$ cat src/rtl/core/slrr_pkg.sv
// Shared types and constants for the shape list row rasterizer.
`default_nettype none
package slrr_pkg;
   localparam int DEF_CANVAS_ROWS = 32;
   localparam int DEF_CANVAS_COLS = 64;
   localparam int DEF_SHAPE_SLOTS = 64;

   localparam logic [1:0] MODE_ADD = 2'd0;
   localparam logic [1:0] MODE_DELETE = 2'd1;
   localparam logic [1:0] MODE_RENDER = 2'd2;

   localparam logic [1:0] KIND_RECT = 2'd0;
   localparam logic [1:0] KIND_LINE = 2'd1;
   localparam logic [1:0] KIND_TRI = 2'd2;
   localparam logic [1:0] KIND_CIRCLE = 2'd3;

   localparam logic [1:0] STATUS_OK = 2'd0;
   localparam logic [1:0] STATUS_FULL = 2'd1;
   localparam logic [1:0] STATUS_BAD_ID = 2'd2;

   // Command handed from front to back.
   typedef struct packed {
      logic [1:0]  mode;
      logic [1:0]  kind;
      logic [15:0] pos_x;
      logic [15:0] pos_y;
      logic [15:0] size_a;
      logic [15:0] size_b;
      logic [15:0] target_id;
      logic [4:0]  row_index;
   } cmd_type;

   // Result transaction.
   typedef struct packed {
      logic [6:0]  added_id;
      logic [63:0] row_bits;
      logic [1:0]  status;
   } rsp_type;
endpackage
`default_nettype wire

$ cat src/rtl/core/slrr_front.sv
// Front end: accepts request transactions into a short command queue.
`default_nettype none
module slrr_front (
   input  wire                   clock,
   input  wire                   reset,
   input  wire                   push,
   output logic                  full,
   input  slrr_pkg::cmd_type     cmd_in,
   output logic                  cmd_valid,
   output slrr_pkg::cmd_type     cmd_out,
   input  wire                   cmd_take
);
   import slrr_pkg::*;

   cmd_type    q_ff [2];
   logic [1:0] cnt_ff, cnt_in;
   logic       wr_ff, wr_in, rd_ff, rd_in;
   logic       do_push, do_pop;

   assign full      = cnt_ff == 2'd2;
   assign cmd_valid = cnt_ff != 2'd0;
   assign cmd_out   = q_ff[rd_ff];
   assign do_push   = push && !full;
   assign do_pop    = cmd_take && cmd_valid;

   always_comb begin
      cnt_in = cnt_ff + 2'(do_push) - 2'(do_pop);
      wr_in  = do_push ? !wr_ff : wr_ff;
      rd_in  = do_pop ? !rd_ff : rd_ff;
   end

   always_ff @(posedge clock) begin
      if (reset) begin
         cnt_ff <= '0;
         wr_ff  <= 1'b0;
         rd_ff  <= 1'b0;
      end else begin
         cnt_ff <= cnt_in;
         wr_ff  <= wr_in;
         rd_ff  <= rd_in;
      end
      if (do_push) q_ff[wr_ff] <= cmd_in;
   end
endmodule
`default_nettype wire

$ cat config.mk
export PLATFORM = sky130hd
export DESIGN_NAME = slrr_front
export DESIGN_NICKNAME = d
export VERILOG_FILES = /design/src/rtl/core/slrr_pkg.sv /design/src/rtl/core/slrr_front.sv
export SDC_FILE = /design/constraint.sdc
export NUM_CORES = 1
export LEC_CHECK = 0
export ABC_AREA = 1
export BUFFER_PORTS_ARGS = -buffer_cell sky130_fd_sc_hd__buf_2
export CORE_MARGIN = 3
export CORE_UTILIZATION = 30
export CTS_CLUSTER_DIAMETER = 60
export DETAILED_ROUTE_END_ITERATION = 7
export PLACE_DENSITY = 0.56
export SYNTH_ARGS = -nofsm -noshare
export SYNTH_HDL_FRONTEND = slang
export SYNTH_SLANG_ARGS = --single-unit
$ cat constraint.sdc
create_clock -name clock -period 6.3 [get_ports clock]
set_input_delay 0.945 -clock clock [delete_from_list [all_inputs] [get_ports clock]]
set_output_delay 0.945 -clock clock [all_outputs]
set_load 0.05 [all_outputs]
==> flow_summary_export.csv <==
group,metric,value,unit
route,via_per_inst,4.31,
place,hpwl,8840,um
sta,clock.fmax,0.292,GHz
clock_network,ctsResizeCount,0,
clock_network,cts.sinks,183,
layout,synthToLayoutAreaGrowth,27.3,%
clock_network,cts_root_buf,"clkbuf_16",
floorplanning,rows,54,
route,drt_iter0_drc,98,
floorplanning,die_area,0.0242,mm^2
place,pre_cts_slack,3.25,ns
clock_network,insertion_delay,0.41,ns
layout,diodes,0,
sta,hold_viol,0,
run,max_cap_violations,0,
route,ant_nets,0,
clock_network,htree_levels,4,
route,vias,3464,
clock_network,post_cts.repair.setup_buffers,0,
logic_synthesis,yosys_warnings,0,
place,placed_area,0.00794,mm^2
logic_synthesis,synth_cell_type_count,12,
logic_synthesis,syn_avg_cell_area,21.3,um^2
clock_network,cts_tree,"yes",
pwr,peakVddDrop,0.170,mV
global_route,grt_pass1_vias,3748,
logic_synthesis,synth-seq-area-share,0.813,
logic_synthesis,syn_inst,315,
worst_setup_path,worstSetupPathType,"reg2out",
layout,final_util,0.390,
layout,fin_nets,605,
sta,max_slew_margin,0.351,
global_route,antenna_found_initial,3,
global_route,grt_overflow_total,0,
place,port_buffers,183,
global_route,grt_max_degree,70,
worst_hold_path,hold_path_class,"reg2reg",
worst_setup_path,worstPathRequired,5.35,ns
layout,stdcell_area,0.00853,mm^2
logic_synthesis,synth_nets,410,
layout,drive_gt1_frac,0.587,
logic_synthesis,synth.cell_area,0.00670,mm^2
worst_setup_path,r2r_slack,3.83,ns
layout,final_cell_mix,"buf_2 (183), edfxtp_1 (178), mux2_2 (79)",
worst_setup_path,critPathLaunchType,"flip-flop",
logic_synthesis,ys_ff_latch,183,
worst_setup_path,crit_fanout,46,
sta,min_period,3.42,ns
sta,clock_skew,0.00676,ns
global_route,grt_use_total,0.108,
sta,rsz0062_at_grt,"no",
route,postRouteWirelength,13200,um
floorplanning,start_util,0.306,
sta,hold_slack,0.513,ns
sta,slew_violations,0,
clock_network,cts.clk_slew.worst_paths,0.07,ns
clock_network,cts.path.max_buffers,2,
clock_network,cts_hold_buffers,0,
floorplanning,die_h,155,um
sta,tightest_slew,0.973,ns
floorplanning,io-pin-count,184,
pwr,power.density,463,mW/mm^2
route,wl_per_cell,16.4,um
sta,fin_crit_sh,0.543,
place,place.gp.congestion,0.738,
sta,setup-tns-final,0,ns
sta,setup_violations,0,
pwr,p_leak,3.20,nW
clock_network,cts_made_buffers,17,
route,dr.pass1.iters,4,
global_route,grt_pass1_wl,19800,um
layout,layout.cells.most_common,"buf_2",
outcome,status,"finished, final reports clean",
floorplanning,core_area,0.0219,mm^2
floorplanning,die_x,155,um
sta,worst_slack,2.88,ns
worst_setup_path,worstPathArrival,2.48,ns
worst_setup_path,end_kind,"output pin",
route,drc,0,
==> Yosys cell counts <==
| cell type | n | share of area |
|---|---|---|
| a21oi_1 | 2 | 0.0015 |
| buf_2 | 7 | 0.0052 |
| buf_6 | 3 | 0.0050 |
| dfxtp_1 | 5 | 0.015 |
| edfxtp_1 | 178 | 0.80 |
| ha_1 | 2 | 0.0037 |
| inv_1 | 9 | 0.0050 |
| mux2_2 | 79 | 0.13 |
| mux2_4 | 10 | 0.022 |
| nand2_1 | 8 | 0.0045 |
| nand3_1 | 3 | 0.0022 |
| nor2_1 | 9 | 0.0050 |
==> metrics by stage <==
step | cells | power (mW)
finish | 803 | 3.95
global route | 803 | 4.13
CTS | 803 | 4.01
detailed placement | 771 | 2.92
global placement | 771 | 2.90
floorplan | 315 | 2.65
==> critical path: stages (launching register included) <==
cell and delay (ns):
dfxtp_4 0.74, buf_4 0.62, mux2_2 0.42, buf_2 0.21
==> logic make-up (layout without fill, tap and decap cells) <==
logic type,after synthesis,count (layout),share of synthesized area
compound gates,2,2,0.00149
fa+ha+maj,2,2,0.00373
buf+inv,19,227,0.0153
flops,183,183,0.813
mux,89,89,0.155
simple gates,20,20,0.0118
==> sequential cells by signal (all words and copies together), names as in the netlist, named ones only <==
name / flops
cnt_ff: 2
q_ff: 178
rd_ff: 1
wr_ff: 1
==> final timing paths <==
| kind | from | to | depth (start not counted) |
|---|---|---|---|
| setup / recovery | flip-flop | cmd_out[2] | 3 |
| hold / removal | rd_ff | flip-flop | 2 |
| hold reg to reg | rd_ff | flip-flop | 2 |
| setup reg to reg | cnt_ff[0] | q_ff[0][84] | 5 |
==> cell type report <==
type	instances	area, um^2
fillers	2067	13400
flip-flops and latches	183	5450
multi-input cells	113	1160
repair buffers	186	938
clock buffers	17	425
well taps	280	350
clock inverters	15	171
inverters	9	36.3
==> metal layers <==
metal / GRT usage / share of wire / wire (um) / up-vias
met1: 0.124 / 0.40 / 5250 / 1723
met3: 0.0395 / 0.073 / 963 / 15
met4: 0.0388 / 0.013 / 170 / 6
met5: 0 / 0.0034 / 45 / -
met2: 0.184 / 0.51 / 6780 / 110
li1: - / - / - / 1610
==> where the power goes <==
group          internal, mW  switching, mW  total [mW]
clock                 0.626          0.451        1.08
sequential             1.54         0.0714        1.61
combinational         0.341          0.919        1.26
(Power assumes the default switching activity.)
